<file path="config.mk">
export PLATFORM = sky130hd
export DESIGN_NAME = weighted_target_select_ema
export DESIGN_NICKNAME = d
export VERILOG_FILES = /design/src/rtl/core/wtse_pkg.sv /design/src/rtl/core/wtse_front.sv /design/src/rtl/core/wtse_div.sv /design/src/rtl/core/wtse_back.sv /design/src/rtl/core/weighted_target_select_ema.sv
export SDC_FILE = /design/constraint.sdc
export NUM_CORES = 2
export LEC_CHECK = 0
export BUFFER_PORTS_ARGS = -buffer_cell sky130_fd_sc_hd__buf_2
export CORE_MARGIN = 10
export CORE_UTILIZATION = 45
export DETAILED_ROUTE_END_ITERATION = 12
export HOLD_SLACK_MARGIN = 0.15
export SYNTH_ARGS = -nofsm -noshare
export SYNTH_HDL_FRONTEND = slang
export SYNTH_SLANG_ARGS = --single-unit
</file>
<file path="constraint.sdc">
create_clock -name clk -period 12.3 [get_ports clk]
set_clock_uncertainty 0.2 [all_clocks]
set_input_delay 2.46 -clock clk [delete_from_list [all_inputs] [get_ports clk]]
set_output_delay 2.46 -clock clk [all_outputs]
set_load 0.01 [all_outputs]
</file>
<file path="src/rtl/core/wtse_pkg.sv">
// wtse_pkg: widths, register codes, shared structs and the sequencer state type
// for the weighted target selector; no dependencies
package wtse_pkg;

    localparam int COORD_BITS = 16;
    localparam int ID_BITS    = 16;

    localparam int OFF_W    = COORD_BITS + 1;
    localparam int ACC_W    = COORD_BITS + 9;
    localparam int ROOT_W   = COORD_BITS + 1;
    localparam int SQ_W     = 2 * ROOT_W;
    localparam int REM_W    = ROOT_W + 3;
    localparam int RCNT_W   = $clog2(ROOT_W + 1);
    localparam int DEN_W    = (ROOT_W + 1 > 16) ? ROOT_W + 1 : 16;
    localparam int NUM_W    = 27;
    localparam int DCNT_W   = $clog2(NUM_W + 1);
    localparam int SCORE_W  = 22;
    localparam int WGT_W    = 16;
    localparam int ALPHA_W  = 17;
    localparam int CONF_W   = 17;
    localparam int ETA_W    = 15;
    localparam int PROX_W   = 17;
    localparam int SACC_W   = 35;
    localparam int CFG_IDX_W = 3;
    localparam int CFG_W    = (COORD_BITS > ID_BITS)
                            ? ((COORD_BITS > ALPHA_W) ? COORD_BITS : ALPHA_W)
                            : ((ID_BITS > ALPHA_W) ? ID_BITS : ALPHA_W);

    localparam logic [SCORE_W-1:0] SCORE_MAX = '1;
    localparam logic [ALPHA_W-1:0] ALPHA_ONE = ALPHA_W'(65536);
    localparam logic [WGT_W-1:0]   WGT_ONE   = WGT_W'(4096);
    localparam logic [NUM_W-1:0]   NUM_PROX  = NUM_W'(1) << 20;
    localparam logic [NUM_W-1:0]   NUM_STAB  = NUM_W'(1) << 26;

    // register indexes
    localparam logic [CFG_IDX_W-1:0] REG_CENTER_X = 3'd0;
    localparam logic [CFG_IDX_W-1:0] REG_CENTER_Y = 3'd1;
    localparam logic [CFG_IDX_W-1:0] REG_W_PROX   = 3'd2;
    localparam logic [CFG_IDX_W-1:0] REG_W_CONF   = 3'd3;
    localparam logic [CFG_IDX_W-1:0] REG_W_STAB   = 3'd4;
    localparam logic [CFG_IDX_W-1:0] REG_ALPHA    = 3'd5;
    localparam logic [CFG_IDX_W-1:0] REG_LOCK_ID  = 3'd6;

    typedef struct packed {
        logic [COORD_BITS-1:0] center_x;
        logic [COORD_BITS-1:0] center_y;
        logic [WGT_W-1:0]      w_prox;
        logic [WGT_W-1:0]      w_conf;
        logic [WGT_W-1:0]      w_stab;
        logic [ALPHA_W-1:0]    alpha;
        logic [ID_BITS-1:0]    lock_id;
        logic                  lock_wr;
    } cfg_t;

    typedef struct packed {
        logic                  present;
        logic                  scored;
        logic                  lock_match;
        logic                  last;
        logic [ID_BITS-1:0]    id;
        logic [COORD_BITS-1:0] u;
        logic [COORD_BITS-1:0] v;
        logic [CONF_W-1:0]     conf;
        logic [ETA_W-1:0]      eta;
    } item_t;

    typedef enum logic [4:0] {
        S_IDLE,
        S_SQU,
        S_SQV,
        S_SQRT,
        S_DIVP_GO,
        S_DIVP_W,
        S_DIVS_GO,
        S_DIVS_W,
        S_MULP,
        S_MULC,
        S_MULS,
        S_RANK,
        S_FRAME,
        S_EMA_A,
        S_EMA_B,
        S_EMA_C,
        S_EMIT
    } back_state_t;

endpackage

</file>
<file path="src/rtl/core/wtse_front.sv">
// wtse_front: takes input transfers, classifies each track and queues it
// for the back end; depends on wtse_pkg
module wtse_front (
    input  logic                           clk,
    input  logic                           rst_n,
    input  logic                           push,
    output logic                           full,
    input  logic                           track_present,
    input  logic [wtse_pkg::ID_BITS-1:0]   track_id,
    input  logic                           confirmed,
    input  logic                           parent_label,
    input  logic [wtse_pkg::COORD_BITS-1:0] pos_u,
    input  logic [wtse_pkg::COORD_BITS-1:0] pos_v,
    input  logic signed [15:0]             confidence,
    input  logic signed [15:0]             eta_mean,
    input  logic                           last_in_frame,
    input  logic [wtse_pkg::ID_BITS-1:0]   lock_id,
    input  logic                           q_pop,
    output logic                           q_empty,
    output wtse_pkg::item_t                q_head
);

    wtse_pkg::item_t slot_reg [2];
    logic            wr_ptr_reg, wr_ptr_next;
    logic            rd_ptr_reg, rd_ptr_next;
    logic [1:0]      count_reg, count_next;
    wtse_pkg::item_t cls;
    logic            wr_en;

    // classification of the incoming track
    always_comb
    begin
        cls.present    = track_present;
        cls.scored     = track_present & confirmed & parent_label;
        cls.lock_match = (track_id == lock_id);
        cls.last       = last_in_frame;
        cls.id         = track_id;
        cls.u          = pos_u;
        cls.v          = pos_v;
        cls.conf       = confidence[15] ? '0 : {1'b0, confidence[14:0], 1'b0};
        cls.eta        = eta_mean[15] ? '0 : eta_mean[14:0];
    end

    // two-entry queue pointers
    assign full    = (count_reg == 2'd2);
    assign q_empty = (count_reg == 2'd0);
    assign wr_en   = push & ~full;
    assign q_head  = slot_reg[rd_ptr_reg];

    always_comb
    begin
        wr_ptr_next = wr_ptr_reg ^ wr_en;
        rd_ptr_next = rd_ptr_reg ^ q_pop;
        count_next  = count_reg + 2'(wr_en) - 2'(q_pop);
    end

    always_ff @(posedge clk or negedge rst_n)
    begin
        if (!rst_n)
        begin
            wr_ptr_reg <= 1'b0;
            rd_ptr_reg <= 1'b0;
            count_reg  <= 2'd0;
        end
        else
        begin
            wr_ptr_reg <= wr_ptr_next;
            rd_ptr_reg <= rd_ptr_next;
            count_reg  <= count_next;
        end
    end

    // queue storage
    always_ff @(posedge clk)
    begin
        if (wr_en)
        begin
            slot_reg[wr_ptr_reg] <= cls;
        end
    end

endmodule

</file>
<file path="src/rtl/core/wtse_div.sv">
// wtse_div: restoring unsigned divider, one quotient bit per cycle
// depends on wtse_pkg
module wtse_div (
    input  logic                        clk,
    input  logic                        rst_n,
    input  logic                        start,
    input  logic [wtse_pkg::NUM_W-1:0]  num,
    input  logic [wtse_pkg::DEN_W-1:0]  den,
    output logic                        busy,
    output logic [wtse_pkg::NUM_W-1:0]  quo
);

    logic [wtse_pkg::DCNT_W-1:0] cnt_reg, cnt_next;
    logic [wtse_pkg::NUM_W-1:0]  q_reg, q_next;
    logic [wtse_pkg::DEN_W:0]    rem_reg, rem_next;
    logic [wtse_pkg::DEN_W-1:0]  den_reg, den_next;
    logic [wtse_pkg::DEN_W:0]    shifted;

    assign busy = (cnt_reg != '0);
    assign quo  = q_reg;

    // one shift and subtract step
    always_comb
    begin
        shifted  = {rem_reg[wtse_pkg::DEN_W-1:0], q_reg[wtse_pkg::NUM_W-1]};
        cnt_next = cnt_reg;
        q_next   = q_reg;
        rem_next = rem_reg;
        den_next = den_reg;
        if (start)
        begin
            cnt_next = wtse_pkg::DCNT_W'(wtse_pkg::NUM_W);
            q_next   = num;
            rem_next = '0;
            den_next = den;
        end
        else if (busy)
        begin
            cnt_next = cnt_reg - 1'b1;
            if (shifted >= {1'b0, den_reg})
            begin
                rem_next = shifted - {1'b0, den_reg};
                q_next   = {q_reg[wtse_pkg::NUM_W-2:0], 1'b1};
            end
            else
            begin
                rem_next = shifted;
                q_next   = {q_reg[wtse_pkg::NUM_W-2:0], 1'b0};
            end
        end
    end

    always_ff @(posedge clk or negedge rst_n)
    begin
        if (!rst_n)
        begin
            cnt_reg <= '0;
        end
        else
        begin
            cnt_reg <= cnt_next;
        end
    end

    always_ff @(posedge clk)
    begin
        q_reg   <= q_next;
        rem_reg <= rem_next;
        den_reg <= den_next;
    end

endmodule

</file>
<file path="src/rtl/core/wtse_back.sv">
// wtse_back: scoring sequencer, frame ranking, EMA and result register
// depends on wtse_pkg and wtse_div
module wtse_back (
    input  logic                               clk,
    input  logic                               rst_n,
    input  wtse_pkg::cfg_t                     cfg,
    input  logic                               q_empty,
    input  wtse_pkg::item_t                    q_head,
    output logic                               q_pop,
    input  logic                               pop,
    output logic                               empty,
    output logic                               target_valid,
    output logic [wtse_pkg::ID_BITS-1:0]       target_id,
    output logic signed [wtse_pkg::OFF_W-1:0]  raw_dx,
    output logic signed [wtse_pkg::OFF_W-1:0]  raw_dy,
    output logic signed [wtse_pkg::OFF_W-1:0]  smooth_dx,
    output logic signed [wtse_pkg::OFF_W-1:0]  smooth_dy,
    output logic [wtse_pkg::SCORE_W-1:0]       score
);

    localparam int CB   = wtse_pkg::COORD_BITS;
    localparam int OW   = wtse_pkg::OFF_W;
    localparam int AW   = wtse_pkg::ACC_W;
    localparam int P1_W = AW + wtse_pkg::ALPHA_W + 1;
    localparam int P2_W = OW + wtse_pkg::ALPHA_W + 1;
    localparam int SUM_W = P1_W + 1;

    wtse_pkg::back_state_t state_reg, state_next;
    wtse_pkg::item_t       item_reg;

    // control
    logic div_start, div_busy, out_load;
    logic [wtse_pkg::NUM_W-1:0] div_num, div_quo;
    logic [wtse_pkg::DEN_W-1:0] div_den;

    // datapath registers
    logic [wtse_pkg::SQ_W-1:0]    sq_reg;
    logic [wtse_pkg::REM_W-1:0]   rem_reg;
    logic [wtse_pkg::ROOT_W-1:0]  root_reg;
    logic [wtse_pkg::RCNT_W-1:0]  rcnt_reg;
    logic [wtse_pkg::PROX_W-1:0]  prox_reg, stab_reg;
    logic [wtse_pkg::SACC_W-1:0]  sacc_reg;

    logic                         best_found_reg;
    logic [wtse_pkg::SCORE_W-1:0] best_score_reg;
    logic [wtse_pkg::ID_BITS-1:0] best_id_reg;
    logic [CB-1:0]                best_u_reg, best_v_reg;
    logic                         lock_seen_reg, lock_void_reg;
    logic [CB-1:0]                lock_u_reg, lock_v_reg;
    logic                         have_smooth_reg;
    logic [wtse_pkg::ID_BITS-1:0] prev_id_reg;
    logic signed [AW-1:0]         acc_x_reg, acc_y_reg;
    logic signed [P1_W-1:0]       p1_reg;
    logic signed [P2_W-1:0]       p2_reg;
    logic                         lane_reg;

    logic                         res_valid_reg;
    logic [wtse_pkg::ID_BITS-1:0] res_id_reg;
    logic signed [OW-1:0]         res_dx_reg, res_dy_reg;
    logic [wtse_pkg::SCORE_W-1:0] res_score_reg;
    logic                         out_valid_reg;

    // combinational datapath
    logic signed [OW-1:0]         d_sel;
    logic [OW-1:0]                d_mag;
    logic [2*CB-1:0]              sq_prod;
    logic [wtse_pkg::REM_W-1:0]   rem_sh, trial;
    logic [wtse_pkg::WGT_W-1:0]   mul_a;
    logic [wtse_pkg::PROX_W-1:0]  mul_b;
    logic [wtse_pkg::SACC_W-1:0]  mul_p;
    logic [wtse_pkg::SACC_W-13:0] s_full;
    logic [wtse_pkg::SCORE_W-1:0] s_sat;
    logic                         lock_active;
    logic                         pick_lock, pick_valid;
    logic [wtse_pkg::ID_BITS-1:0] pick_id;
    logic [CB-1:0]                pick_u, pick_v;
    logic signed [OW-1:0]         pick_dx, pick_dy;
    logic                         restart;
    logic [wtse_pkg::ALPHA_W-1:0] oma;
    logic signed [AW-1:0]         acc_sel;
    logic signed [OW-1:0]         raw_sel;
    logic signed [SUM_W-1:0]      ema_sum;
    logic signed [AW-1:0]         ema_new;
    logic signed [AW:0]           sm_x, sm_y;

    wtse_div u_div (
        .clk   (clk),
        .rst_n (rst_n),
        .start (div_start),
        .num   (div_num),
        .den   (div_den),
        .busy  (div_busy),
        .quo   (div_quo)
    );

    // offset magnitude and square, u in state S_SQU and v in state S_SQV
    always_comb
    begin
        if (state_reg == wtse_pkg::S_SQU)
        begin
            d_sel = $signed({1'b0, item_reg.u}) - $signed({1'b0, cfg.center_x});
        end
        else
        begin
            d_sel = $signed({1'b0, item_reg.v}) - $signed({1'b0, cfg.center_y});
        end
        d_mag   = d_sel[OW-1] ? OW'(-d_sel) : OW'(d_sel);
        sq_prod = d_mag[CB-1:0] * d_mag[CB-1:0];
    end

    // square root step, two radicand bits per cycle
    assign rem_sh = {rem_reg[wtse_pkg::REM_W-3:0], sq_reg[wtse_pkg::SQ_W-1 -: 2]};
    assign trial  = {1'b0, root_reg, 2'b01};

    // weighted sum, one product per cycle
    always_comb
    begin
        unique case (state_reg)
            wtse_pkg::S_MULP:
            begin
                mul_a = cfg.w_prox;
                mul_b = prox_reg;
            end
            wtse_pkg::S_MULC:
            begin
                mul_a = cfg.w_conf;
                mul_b = item_reg.conf;
            end
            default:
            begin
                mul_a = cfg.w_stab;
                mul_b = stab_reg;
            end
        endcase
        mul_p  = wtse_pkg::SACC_W'(mul_a * mul_b);
        s_full = sacc_reg[wtse_pkg::SACC_W-1:12];
        s_sat  = (s_full > (wtse_pkg::SACC_W-12)'(wtse_pkg::SCORE_MAX))
               ? wtse_pkg::SCORE_MAX : wtse_pkg::SCORE_W'(s_full);
    end

    // frame end choice
    always_comb
    begin
        lock_active = (cfg.lock_id != '0) & ~lock_void_reg;
        pick_lock   = lock_active & lock_seen_reg;
        pick_valid  = pick_lock | best_found_reg;
        pick_id     = pick_lock ? cfg.lock_id : best_id_reg;
        pick_u      = pick_lock ? lock_u_reg : best_u_reg;
        pick_v      = pick_lock ? lock_v_reg : best_v_reg;
        pick_dx     = $signed({1'b0, pick_u}) - $signed({1'b0, cfg.center_x});
        pick_dy     = $signed({1'b0, pick_v}) - $signed({1'b0, cfg.center_y});
        restart     = ~have_smooth_reg | (prev_id_reg != pick_id);
    end

    // EMA update for the lane in hand
    always_comb
    begin
        oma     = wtse_pkg::ALPHA_ONE - cfg.alpha;
        acc_sel = lane_reg ? acc_y_reg : acc_x_reg;
        raw_sel = lane_reg ? res_dy_reg : res_dx_reg;
        ema_sum = SUM_W'(p1_reg) + (SUM_W'(p2_reg) <<< 8) + SUM_W'(32768);
        ema_new = AW'(ema_sum >>> 16);
        sm_x    = (AW + 1)'(acc_x_reg) + (AW + 1)'(128);
        sm_y    = (AW + 1)'(acc_y_reg) + (AW + 1)'(128);
    end

    // next state
    always_comb
    begin
        state_next = state_reg;
        unique case (state_reg)
            wtse_pkg::S_IDLE:
            begin
                if (!q_empty)
                begin
                    state_next = q_head.scored ? wtse_pkg::S_SQU : wtse_pkg::S_RANK;
                end
            end
            wtse_pkg::S_SQU:     state_next = wtse_pkg::S_SQV;
            wtse_pkg::S_SQV:     state_next = wtse_pkg::S_SQRT;
            wtse_pkg::S_SQRT:
            begin
                if (rcnt_reg == wtse_pkg::RCNT_W'(1))
                begin
                    state_next = wtse_pkg::S_DIVP_GO;
                end
            end
            wtse_pkg::S_DIVP_GO: state_next = wtse_pkg::S_DIVP_W;
            wtse_pkg::S_DIVP_W:
            begin
                if (!div_busy)
                begin
                    state_next = wtse_pkg::S_DIVS_GO;
                end
            end
            wtse_pkg::S_DIVS_GO: state_next = wtse_pkg::S_DIVS_W;
            wtse_pkg::S_DIVS_W:
            begin
                if (!div_busy)
                begin
                    state_next = wtse_pkg::S_MULP;
                end
            end
            wtse_pkg::S_MULP:    state_next = wtse_pkg::S_MULC;
            wtse_pkg::S_MULC:    state_next = wtse_pkg::S_MULS;
            wtse_pkg::S_MULS:    state_next = wtse_pkg::S_RANK;
            wtse_pkg::S_RANK:
            begin
                state_next = item_reg.last ? wtse_pkg::S_FRAME : wtse_pkg::S_IDLE;
            end
            wtse_pkg::S_FRAME:
            begin
                state_next = (pick_valid && !restart) ? wtse_pkg::S_EMA_A
                                                      : wtse_pkg::S_EMIT;
            end
            wtse_pkg::S_EMA_A:   state_next = wtse_pkg::S_EMA_B;
            wtse_pkg::S_EMA_B:   state_next = wtse_pkg::S_EMA_C;
            wtse_pkg::S_EMA_C:
            begin
                state_next = lane_reg ? wtse_pkg::S_EMIT : wtse_pkg::S_EMA_A;
            end
            wtse_pkg::S_EMIT:
            begin
                if (out_load)
                begin
                    state_next = wtse_pkg::S_IDLE;
                end
            end
            default:             state_next = wtse_pkg::S_IDLE;
        endcase
    end

    // control outputs
    always_comb
    begin
        q_pop     = (state_reg == wtse_pkg::S_IDLE) & ~q_empty;
        div_start = (state_reg == wtse_pkg::S_DIVP_GO) | (state_reg == wtse_pkg::S_DIVS_GO);
        out_load  = (state_reg == wtse_pkg::S_EMIT) & (~out_valid_reg | pop);
        if (state_reg == wtse_pkg::S_DIVP_GO)
        begin
            div_num = wtse_pkg::NUM_PROX;
            div_den = wtse_pkg::DEN_W'(root_reg) + wtse_pkg::DEN_W'(16);
        end
        else
        begin
            div_num = wtse_pkg::NUM_STAB;
            div_den = wtse_pkg::DEN_W'(item_reg.eta) + wtse_pkg::DEN_W'(1024);
        end
    end

    always_ff @(posedge clk or negedge rst_n)
    begin
        if (!rst_n)
        begin
            state_reg <= wtse_pkg::S_IDLE;
        end
        else
        begin
            state_reg <= state_next;
        end
    end

    // scoring datapath
    always_ff @(posedge clk)
    begin
        unique case (state_reg)
            wtse_pkg::S_IDLE:
            begin
                item_reg <= q_head;
            end
            wtse_pkg::S_SQU:
            begin
                sq_reg <= wtse_pkg::SQ_W'(sq_prod);
            end
            wtse_pkg::S_SQV:
            begin
                sq_reg   <= sq_reg + wtse_pkg::SQ_W'(sq_prod);
                rem_reg  <= '0;
                root_reg <= '0;
                rcnt_reg <= wtse_pkg::RCNT_W'(wtse_pkg::ROOT_W);
            end
            wtse_pkg::S_SQRT:
            begin
                sq_reg   <= sq_reg << 2;
                rcnt_reg <= rcnt_reg - 1'b1;
                if (rem_sh >= trial)
                begin
                    rem_reg  <= rem_sh - trial;
                    root_reg <= {root_reg[wtse_pkg::ROOT_W-2:0], 1'b1};
                end
                else
                begin
                    rem_reg  <= rem_sh;
                    root_reg <= {root_reg[wtse_pkg::ROOT_W-2:0], 1'b0};
                end
            end
            wtse_pkg::S_DIVP_W:
            begin
                prox_reg <= div_quo[wtse_pkg::PROX_W-1:0];
            end
            wtse_pkg::S_DIVS_W:
            begin
                stab_reg <= div_quo[wtse_pkg::PROX_W-1:0];
            end
            wtse_pkg::S_MULP:
            begin
                sacc_reg <= mul_p;
            end
            wtse_pkg::S_MULC, wtse_pkg::S_MULS:
            begin
                sacc_reg <= sacc_reg + mul_p;
            end
            wtse_pkg::S_EMA_A:
            begin
                p1_reg <= $signed({1'b0, oma}) * acc_sel;
            end
            wtse_pkg::S_EMA_B:
            begin
                p2_reg <= $signed({1'b0, cfg.alpha}) * raw_sel;
            end
            default:
            begin
            end
        endcase
    end

    // frame state, smoothing state and result
    always_ff @(posedge clk or negedge rst_n)
    begin
        if (!rst_n)
        begin
            best_found_reg  <= 1'b0;
            best_score_reg  <= '0;
            best_id_reg     <= '0;
            best_u_reg      <= '0;
            best_v_reg      <= '0;
            lock_seen_reg   <= 1'b0;
            lock_void_reg   <= 1'b0;
            lock_u_reg      <= '0;
            lock_v_reg      <= '0;
            have_smooth_reg <= 1'b0;
            prev_id_reg     <= '0;
            acc_x_reg       <= '0;
            acc_y_reg       <= '0;
            lane_reg        <= 1'b0;
            res_valid_reg   <= 1'b0;
            res_id_reg      <= '0;
            res_dx_reg      <= '0;
            res_dy_reg      <= '0;
            res_score_reg   <= '0;
            out_valid_reg   <= 1'b0;
            target_valid    <= 1'b0;
            target_id       <= '0;
            raw_dx          <= '0;
            raw_dy          <= '0;
            smooth_dx       <= '0;
            smooth_dy       <= '0;
            score           <= '0;
        end
        else
        begin
            // lock register write reopens the lock
            if (cfg.lock_wr)
            begin
                lock_void_reg <= 1'b0;
                lock_seen_reg <= 1'b0;
            end

            // per item ranking
            if (state_reg == wtse_pkg::S_RANK)
            begin
                if (item_reg.present && item_reg.lock_match && lock_active && !lock_seen_reg)
                begin
                    lock_seen_reg <= 1'b1;
                    lock_u_reg    <= item_reg.u;
                    lock_v_reg    <= item_reg.v;
                end
                if (item_reg.scored && (!best_found_reg || s_sat > best_score_reg))
                begin
                    best_found_reg <= 1'b1;
                    best_score_reg <= s_sat;
                    best_id_reg    <= item_reg.id;
                    best_u_reg     <= item_reg.u;
                    best_v_reg     <= item_reg.v;
                end
            end

            // frame close
            if (state_reg == wtse_pkg::S_FRAME)
            begin
                if (lock_active && !lock_seen_reg)
                begin
                    lock_void_reg <= 1'b1;
                end
                best_found_reg <= 1'b0;
                best_score_reg <= '0;
                best_id_reg    <= '0;
                best_u_reg     <= '0;
                best_v_reg     <= '0;
                lock_seen_reg  <= 1'b0;
                lock_u_reg     <= '0;
                lock_v_reg     <= '0;
                lane_reg       <= 1'b0;
                res_valid_reg  <= pick_valid;
                if (pick_valid)
                begin
                    res_id_reg    <= pick_id;
                    res_dx_reg    <= pick_dx;
                    res_dy_reg    <= pick_dy;
                    res_score_reg <= pick_lock ? wtse_pkg::SCORE_MAX : best_score_reg;
                    prev_id_reg   <= pick_id;
                    if (restart)
                    begin
                        acc_x_reg       <= AW'(pick_dx) <<< 8;
                        acc_y_reg       <= AW'(pick_dy) <<< 8;
                        have_smooth_reg <= 1'b1;
                    end
                end
                else
                begin
                    have_smooth_reg <= 1'b0;
                    res_id_reg      <= '0;
                    res_dx_reg      <= '0;
                    res_dy_reg      <= '0;
                    res_score_reg   <= '0;
                end
            end

            // EMA write back, x lane then y lane
            if (state_reg == wtse_pkg::S_EMA_C)
            begin
                if (lane_reg)
                begin
                    acc_y_reg <= ema_new;
                end
                else
                begin
                    acc_x_reg <= ema_new;
                end
                lane_reg <= ~lane_reg;
            end

            // result register
            if (out_load)
            begin
                out_valid_reg <= 1'b1;
                target_valid  <= res_valid_reg;
                target_id     <= res_id_reg;
                raw_dx        <= res_dx_reg;
                raw_dy        <= res_dy_reg;
                smooth_dx     <= res_valid_reg ? OW'(sm_x >>> 8) : '0;
                smooth_dy     <= res_valid_reg ? OW'(sm_y >>> 8) : '0;
                score         <= res_score_reg;
            end
            else if (pop)
            begin
                out_valid_reg <= 1'b0;
            end
        end
    end

    assign empty = ~out_valid_reg;

endmodule

</file>
<file path="src/rtl/core/weighted_target_select_ema.sv">
// weighted_target_select_ema: top level, configuration registers and the
// front queue feeding the scoring back end; depends on wtse_pkg, wtse_front, wtse_back
//
// channel   signals                          transfer when
// input     push, full, track fields         push & !full
// result    pop, empty, target fields        pop & !empty
// config    cfg_we, cfg_index, cfg_data      cfg_we
//
// a scored track passes through the queue pop, the squaring of u and v, one square
// root step per root bit (17), two serial divisions of 27 quotient bits each with a
// start state and a wait state, the three weighted products and the ranking state;
// other tracks go from the queue pop straight to the ranking state
// a closing item adds the frame choice, the EMA for both lanes when the smoothed
// target carries on, and the result load, which waits while a result is held
// the front queue holds two tracks, so input runs up to two tracks ahead
// reset is asynchronous and clears all frame and smoothing state
module weighted_target_select_ema (
    input  logic                                  clk,
    input  logic                                  rst_n,
    input  logic                                  push,
    output logic                                  full,
    input  logic                                  track_present,
    input  logic [wtse_pkg::ID_BITS-1:0]          track_id,
    input  logic                                  confirmed,
    input  logic                                  parent_label,
    input  logic [wtse_pkg::COORD_BITS-1:0]       pos_u,
    input  logic [wtse_pkg::COORD_BITS-1:0]       pos_v,
    input  logic signed [15:0]                    confidence,
    input  logic signed [15:0]                    eta_mean,
    input  logic                                  last_in_frame,
    input  logic                                  pop,
    output logic                                  empty,
    output logic                                  target_valid,
    output logic [wtse_pkg::ID_BITS-1:0]          target_id,
    output logic signed [wtse_pkg::OFF_W-1:0]     raw_dx,
    output logic signed [wtse_pkg::OFF_W-1:0]     raw_dy,
    output logic signed [wtse_pkg::OFF_W-1:0]     smooth_dx,
    output logic signed [wtse_pkg::OFF_W-1:0]     smooth_dy,
    output logic [wtse_pkg::SCORE_W-1:0]          score,
    input  logic                                  cfg_we,
    input  logic [wtse_pkg::CFG_IDX_W-1:0]        cfg_index,
    input  logic [wtse_pkg::CFG_W-1:0]            cfg_data
);

    wtse_pkg::cfg_t  cfg_reg;
    wtse_pkg::cfg_t  cfg_next;
    wtse_pkg::item_t q_head;
    logic            q_empty, q_pop;

    // register write decode
    always_comb
    begin
        cfg_next         = cfg_reg;
        cfg_next.lock_wr = 1'b0;
        if (cfg_we)
        begin
            unique case (cfg_index)
                wtse_pkg::REG_CENTER_X:
                    cfg_next.center_x = cfg_data[wtse_pkg::COORD_BITS-1:0];
                wtse_pkg::REG_CENTER_Y:
                    cfg_next.center_y = cfg_data[wtse_pkg::COORD_BITS-1:0];
                wtse_pkg::REG_W_PROX:
                    cfg_next.w_prox = cfg_data[wtse_pkg::WGT_W-1:0];
                wtse_pkg::REG_W_CONF:
                    cfg_next.w_conf = cfg_data[wtse_pkg::WGT_W-1:0];
                wtse_pkg::REG_W_STAB:
                    cfg_next.w_stab = cfg_data[wtse_pkg::WGT_W-1:0];
                wtse_pkg::REG_ALPHA:
                begin
                    if (cfg_data[wtse_pkg::ALPHA_W-1:0] > wtse_pkg::ALPHA_ONE)
                    begin
                        cfg_next.alpha = wtse_pkg::ALPHA_ONE;
                    end
                    else
                    begin
                        cfg_next.alpha = cfg_data[wtse_pkg::ALPHA_W-1:0];
                    end
                end
                wtse_pkg::REG_LOCK_ID:
                begin
                    cfg_next.lock_id = cfg_data[wtse_pkg::ID_BITS-1:0];
                    cfg_next.lock_wr = 1'b1;
                end
                default:
                begin
                end
            endcase
        end
    end

    always_ff @(posedge clk or negedge rst_n)
    begin
        if (!rst_n)
        begin
            cfg_reg.center_x <= '0;
            cfg_reg.center_y <= '0;
            cfg_reg.w_prox   <= wtse_pkg::WGT_ONE;
            cfg_reg.w_conf   <= wtse_pkg::WGT_ONE;
            cfg_reg.w_stab   <= wtse_pkg::WGT_ONE;
            cfg_reg.alpha    <= wtse_pkg::ALPHA_ONE >> 1;
            cfg_reg.lock_id  <= '0;
            cfg_reg.lock_wr  <= 1'b0;
        end
        else
        begin
            cfg_reg <= cfg_next;
        end
    end

    // accept and classify
    wtse_front u_front (
        .clk           (clk),
        .rst_n         (rst_n),
        .push          (push),
        .full          (full),
        .track_present (track_present),
        .track_id      (track_id),
        .confirmed     (confirmed),
        .parent_label  (parent_label),
        .pos_u         (pos_u),
        .pos_v         (pos_v),
        .confidence    (confidence),
        .eta_mean      (eta_mean),
        .last_in_frame (last_in_frame),
        .lock_id       (cfg_reg.lock_id),
        .q_pop         (q_pop),
        .q_empty       (q_empty),
        .q_head        (q_head)
    );

    // score, rank and smooth
    wtse_back u_back (
        .clk          (clk),
        .rst_n        (rst_n),
        .cfg          (cfg_reg),
        .q_empty      (q_empty),
        .q_head       (q_head),
        .q_pop        (q_pop),
        .pop          (pop),
        .empty        (empty),
        .target_valid (target_valid),
        .target_id    (target_id),
        .raw_dx       (raw_dx),
        .raw_dy       (raw_dy),
        .smooth_dx    (smooth_dx),
        .smooth_dy    (smooth_dy),
        .score        (score)
    );

endmodule

</file>
Word-level counts from Yosys, hierarchy flattened
Memories as Yosys holds them, arrays and structs flattened.
Cells that the tools add are included.
{"block": "classes", "multipliers": 4, "reduce_logical": 37, "eq_ne": 32, "muxes": 93, "add_sub_neg": 20, "n_bitwise": 19, "n_lt_le_gt_ge": 5}
{"cell": "2-to-1 mux 16 bit", "count": 21}
{"cell": "2-to-1 mux 25 bit", "count": 11}
{"cell": "2-to-1 mux 22 bit", "count": 6}
{"cell": "2-to-1 mux 17 bit", "count": 7}
{"cell": "one-hot mux 34 bit (3 select lines)", "count": 1}
{"cell": "one-hot mux 5 bit (17 select lines)", "count": 1}
{"cell": "2-to-1 mux 27 bit", "count": 3}
{"cell": "one-hot mux 35 bit (2 select lines)", "count": 1}
{"cell": "one-hot mux 17 bit (2 select lines)", "count": 2}
{"cell": "subtractor 16 x 16 -> 17 bit", "count": 4}
{"cell": "2-to-1 mux 18 bit", "count": 3}
{"cell": "adder 25 x 9 -> 25 bit (second input constant)", "count": 2}
{"cell": "2-to-1 mux 5 bit", "count": 9}
{"cell": "adder 41 x 17 -> 41 bit (second input constant)", "count": 1}
{"cell": "adder 41 bit", "count": 1}
{"cell": "multiplier 18 x 25 -> 41 bit", "count": 1}
{"cell": "== test 5 x 4 -> 1 bit (second input constant)", "count": 8}
{"cell": "one-hot mux 18 bit (2 select lines)", "count": 1}
{"cell": "subtractor 18 bit", "count": 2}
{"cell": "adder 35 x 33 -> 35 bit", "count": 1}
{"cell": "adder 34 x 32 -> 34 bit", "count": 1}
{"cell": "multiplier 16 x 17 -> 33 bit", "count": 1}
{"cell": "multiplier 18 x 17 -> 33 bit", "count": 1}
{"cell": "multiplier 16 x 16 -> 32 bit", "count": 1}
{"cell": "other kinds (46)", "count": 120}
{"block": "word_totals", "inputBits": 109, "out_inout_bits": 109, "ramBits": 166, "reg_bits": 846, "word_cells": 272, "n_memories": 1}
{"name": "u_front.slot_reg", "depth": 2, "word_bits": 83, "rd": 1, "rd_clocked_by_memory_dff": 0, "write_ports": 1, "line": "wtse_front.sv:23", "text": "wtse_pkg::item_t slot_reg [2];"}

Depth between registers and ports, before layout
{"block": "depth", "depth_word": 11, "ltp_mapped": 52, "depth_no_buf": 50}

Hierarchy
A second synthesis with hierarchy kept.
{"block": "unflattened", "hier_cells": 8998, "hier_area_um2": 90488.0}
{"mod": "wtse_back", "area_per_inst_um2": 75304.7, "seq_area_each_um2": 17782.1, "cells_per_inst": 8034, "n_inst": 1}
{"mod": "wtse_front", "area_per_inst_um2": 6870.3, "seq_area_each_um2": 5024.8, "cells_per_inst": 331, "n_inst": 1}
{"mod": "weighted_target_select_ema", "area_per_inst_um2": 4454.3, "seq_area_each_um2": 2857.7, "cells_per_inst": 272, "n_inst": 1}
{"mod": "wtse_div", "area_per_inst_um2": 3858.7, "seq_area_each_um2": 1836.8, "cells_per_inst": 361, "n_inst": 1}

Least setup slack after synthesis
No wires, ideal clock.
{"block": "synth_path", "path_type": "register to register", "startpoint": "register cfg_reg[82] (netlist name)", "endpoint": "register u_back.sq_reg[30] (netlist name) (data pin)", "n_path_buf": 1, "arrival_time_ns": 10.056, "setup_time_ns": 0.261, "slack_ns": 1.783, "period_less_slack_ns": 10.517, "path_stages_with_launch": 43, "required_ns": 11.839, "cell_sequence": "dfrtp_1 ha_1 fa_1 nor2b_1 o31a_1 o2111ai_1 nand3_1 a31oi_1 nand2b_1 a221oi_2 buf_2 nor2_1 xnor2_1 inv_1 nand2_1 inv_1 fa_1 inv_1 (+7 left out) inv_1 ha_1 a2111oi_0 nor2_1 nand2_1 a21oi_1 or4_1 a31o_2 a21oi_1 xnor2_1 ha_1 and2_1 a221o_1 nor2_1 o21bai_1 a31oi_1 xnor2_1 a221o_1"}
{"block": "synth_between", "elab_chain_len": 7}
{"item": "start, declared", "line": "weighted_target_select_ema.sv:45", "text": "wtse_pkg::cfg_t cfg_reg;"}
{"item": "start signal, assigned", "line": "weighted_target_select_ema.sv:106", "text": "cfg_reg <= cfg_next;"}
{"item": "subtractor 16 x 16 -> 17 bit (*)", "line": "wtse_back.sv:105", "text": "d_sel = $signed({1'b0, item_reg.v}) - $signed({1'b0, cfg.center_y});"}
{"item": "2-to-1 mux 17 bit (*)", "line": "wtse_back.sv:99", "text": "if (state_reg == wtse_pkg::S_SQU)"}
{"item": "negator 16 bit", "line": "wtse_back.sv:107", "text": "d_mag = d_sel[OW-1] ? OW'(-d_sel) : OW'(d_sel);"}
{"item": "2-to-1 mux 16 bit (*)", "line": "wtse_back.sv:107"}
{"item": "multiplier 16 x 16 -> 32 bit (*)", "line": "wtse_back.sv:108", "text": "sq_prod = d_mag[CB-1:0] * d_mag[CB-1:0];"}
{"item": "adder 34 x 32 -> 34 bit", "line": "wtse_back.sv:277", "text": "sq_reg <= sq_reg + wtse_pkg::SQ_W'(sq_prod);"}
{"item": "one-hot mux 34 bit (3 select lines) (*)", "line": "wtse_back.sv:266", "text": "unique case (state_reg)"}
{"item": "end signal, assigned", "line": "wtse_back.sv:273", "text": "sq_reg <= wtse_pkg::SQ_W'(sq_prod);"}
{"item": "end signal, assigned", "line": "wtse_back.sv:277"}
{"item": "end signal, assigned", "line": "wtse_back.sv:284", "text": "sq_reg <= sq_reg << 2;"}
{"item": "end, declared", "line": "wtse_back.sv:37", "text": "logic [wtse_pkg::SQ_W-1:0] sq_reg;"}
Every way passes the cells marked *; elsewhere a longest branch is shown, timed or not.
A chain may end at the register's enable or synchronous reset.

Worst setup path in the final report
{"block": "layout_path", "startpoint": "register u_back.item_reg[48] (netlist name)", "endpoint": "register u_back.sq_reg[30] (netlist name) (data pin)"}
{"block": "layout_between", "elab_chain_len": 7}
{"item": "start, declared", "line": "wtse_back.sv:29", "text": "wtse_pkg::item_t item_reg;"}
{"item": "start signal, assigned", "line": "wtse_back.sv:269", "text": "item_reg <= q_head;"}
{"item": "subtractor 16 x 16 -> 17 bit (*)", "line": "wtse_back.sv:101", "text": "d_sel = $signed({1'b0, item_reg.u}) - $signed({1'b0, cfg.center_x});"}
{"item": "2-to-1 mux 17 bit (*)", "line": "wtse_back.sv:99"}
{"item": "negator 16 bit", "line": "wtse_back.sv:107"}
{"item": "2-to-1 mux 16 bit (*)", "line": "wtse_back.sv:107"}
{"item": "multiplier 16 x 16 -> 32 bit (*)", "line": "wtse_back.sv:108"}
{"item": "adder 34 x 32 -> 34 bit", "line": "wtse_back.sv:277"}
{"item": "one-hot mux 34 bit (3 select lines) (*)", "line": "wtse_back.sv:266"}
Marks and branches as above.

==> results.cfg <==
[outcome]
status = finished clean

[synthesis]
synth-edff-count = 500
avgSynthCellArea_sq_um = 9.90
synth_top_area_share_pct = 22.3
synth_area_sq_um = 89700
synth_nets = 10800
yosysWarnings = 0
synth_largest_area_cell = fa_1
synth_area_leaders = fa_1 22%, edfxtp_1 17%, dfrtp_1 13%
yosysSeqAreaShare_pct = 30.6
ys_seq_elements = 1000
ys_async_sr_fraction_pct = 48.2
synth_cells = 9058
synth_cell_types = 93
synthFlopType = edfxtp_1

[finish]
fillerInstances = 18400
drive_above_1_share_pct = 10.3
final_area_sq_um = 98000
nets = 11000
syn2layout_area_growth_pct = 9.25
largest_reg_flops = 164

[placement]
hpwl_microns = 204000
place_congestion = 0.936
place_area_sq_um = 94100
io_buffers = 217

[global_route]
grt_pass1_vias = 68200
gr-total-overflow = 0
grt.total_usage_pct = 23.8
grt_antenna_before_repair = 24
grt_max_degree = 154
grt_pass1_wl_microns = 405000

[detailed_routing]
post-route-drc-count = 0
drtIter0Drc = 4730
vias = 65100
vias_per_cell = 5.45
ant_nets = 0
drt_wl_total_microns = 259000
dr.pass1.iters = 5
wl_per_cell_microns = 21.7

[floorplan]
row_count = 163
die-area_sq_um = 218000
die_y_microns = 466
core_area_sq_um = 198000
initial_utilization_pct = 45.3
ios = 218
fp.dieW_microns = 466

[setup_path]
crit-reg2reg-launch = u_back.item_reg[48]
end_kind = flip-flop
reg2reg_slack_ns = 0.75
critical_path.max_stage_delay_ns = 0.64
reg2reg_depth = 38
crit-reg2reg-capture = u_back.sq_reg[30]
cp_slowest_cell = o31ai_1
cp_max_fo = 7
critPathKind = reg2reg
required_ns = 12.62
cp.arrival_ns = 11.87
start_kind = flip-flop
crit_path_frequent_cell = fa_1

[cts]
h-tree-depth = 3
cts_buffers = 114
cts_tree = done
postCtsSetupBuffers = 0
clk_latency_ns = 0.79
cts.sinks = 1000
clkTransAtPathRegs_ns = 0.06
root_buffer = clkbuf_16
clockBufferDepth = 3

[sta]
setup_tns_ns = 0
rsz0062_at_grt = false
fin_crit_sh_pct = 93.9
slew_headroom_pct = 9.54
finalCriticalPeriod_ns = 11.55
whs_ns = 0.248
finalHoldViolCount = 0
finalMaxSlewViolations = 0
setup_viol = 0
tightest_slew_ns = 1.36
max_freq_mhz = 86.6

[job]
max-cap-violations = 0

[hold_path]
min_to = u_back.prox_reg[1]
min_from = u_back.u_div.quo[1]
hold_path_class = reg2reg
hold_path_depth = 0
-- final cells by class --
type | instances | area (sq um) | share of cell area, %
flip-flops and latches | 1000 | 27400 | 28.0
inverters | 1348 | 5070 | 5.17
multi-input cells | 6364 | 56100 | 57.3
clock buffers | 145 | 3110 | 3.18
diodes | 18 | 45.0 | 0.0460
clock inverters | 71 | 703 | 0.717
repair buffers | 365 | 2220 | 2.26
well taps | 2640 | 3300 | 3.37
-- layer usage --
metal / vias to the layer above / track usage, % / part of all wire [%]
met5: - / 0 / 0.0050
met4: 2 / 9.61 / 4.5
met3: 490 / 3.98 / 6.3
met2: 2005 / 40.2 / 48
met1: 32800 / 30.4 / 41
li1: 29800 / - / -
-- how the worst max path moves through the flow --
| stage | start | endpoint | slack [ns] | cells past startpoint |
|---|---|---|---|---|
| global placement | u_back.item_reg[48] | u_back.sq_reg[30] | 0.81 | 41 |
| finish | u_back.item_reg[48] | u_back.sq_reg[30] | 0.75 | 38 |
| CTS | cfg_reg[82] | u_back.sq_reg[33] | 0.74 | 44 |
| detailed placement | u_back.item_reg[48] | u_back.sq_reg[33] | 0.79 | 45 |
| floorplan | cfg_reg[82] | u_back.sq_reg[30] | 1.78 | 42 |
| global route | cfg_reg[82] | u_back.sq_reg[33] | 0.0009 | 44 |
-- through the flow --
stage / util (%) / instances / setup slack, ns
2_1_floorplan: - / 9058 / 1.78
3_3_place_gp: 47.6 / 11700 / 0.807
3_5_place_dp: 47.6 / 11700 / 0.794
4_1_cts: 49.5 / 11900 / 0.745
5_1_grt: 49.5 / 11900 / 0.000864
6_report: 49.5 / 12000 / 0.748
-- worst max-delay path: cells and delay by family, from the launching register on --
kind	cells	cell delay (ns)
adders and majority gates	10	4.20
and+or+nand+nor	7	1.40
xor gates and xnor gates	3	0.89
buffers and inverters	4	0.27
DFF	1	0.38
AOI/OAI and AO/OA	14	3.95
-- cells in the final DEF, fill, tap and decap left out, types with 59 or more instances in the layout --
cell       Yosys  routed
a21o_1       151     151
a21oi_1      262     261
and2_1       168     168
buf_2          8     216
buf_4          2     147
clkbuf_16      0     117
dfrtp_1      478     476
edfxtp_1     500     500
fa_1         999     999
ha_1         679     677
inv_1       1339    1337
mux2_2       264     264
mux2i_1      101      99
nand2_1     1298    1297
nand3_1      135     135
nor2_1       613     606
nor2b_1      104     104
nor3_1        83      79
o21ai_0      373     371
or2_2         58      59
xnor2_1      251     243
xor2_1       148     143
-- synthesized netlist by cell type, drive strengths merged (52+ instances only) --
cell type / instances
xor2: 150
nand2: 1300
edfxtp: 500
a22oi: 52
nand3: 135
inv: 1342
mux2: 264
clkbuf: 303
ha: 679
nor2: 615
xnor2: 252
dfrtp: 478
o21ai: 378
nor2b: 104
nor3: 83
a21o: 151
and2: 168
mux2i: 101
or2: 60
a21oi: 262
nand2b: 59
fa: 999
-- cells by family (layout without fill, tap and decap cells) --
| logic type | Yosys count | in the layout | synth area share [%] |
|---|---|---|---|
| AOI/OAI and AO/OA | 1237 | 1237 | 8.87 |
| xor gates and xnor gates | 402 | 402 | 3.95 |
| adders and majority gates | 1679 | 1679 | 31.8 |
| buffers and inverters | 1694 | 1929 | 7.18 |
| DFF | 1000 | 1000 | 30.6 |
| muxes | 365 | 365 | 4.44 |
| other | 0 | 18 | 0 |
| and+or+nand+nor | 2681 | 2681 | 13.2 |
-- repair_timing --
action	4_1_cts	5_1_grt
hold buffers	0	0
gates resized for setup	0	3
setup endpoints to repair	0	2
Power is left out: the tool's default activity adds up to more than one toggle a clock period on the data nets, which glitch-free logic cannot reach.
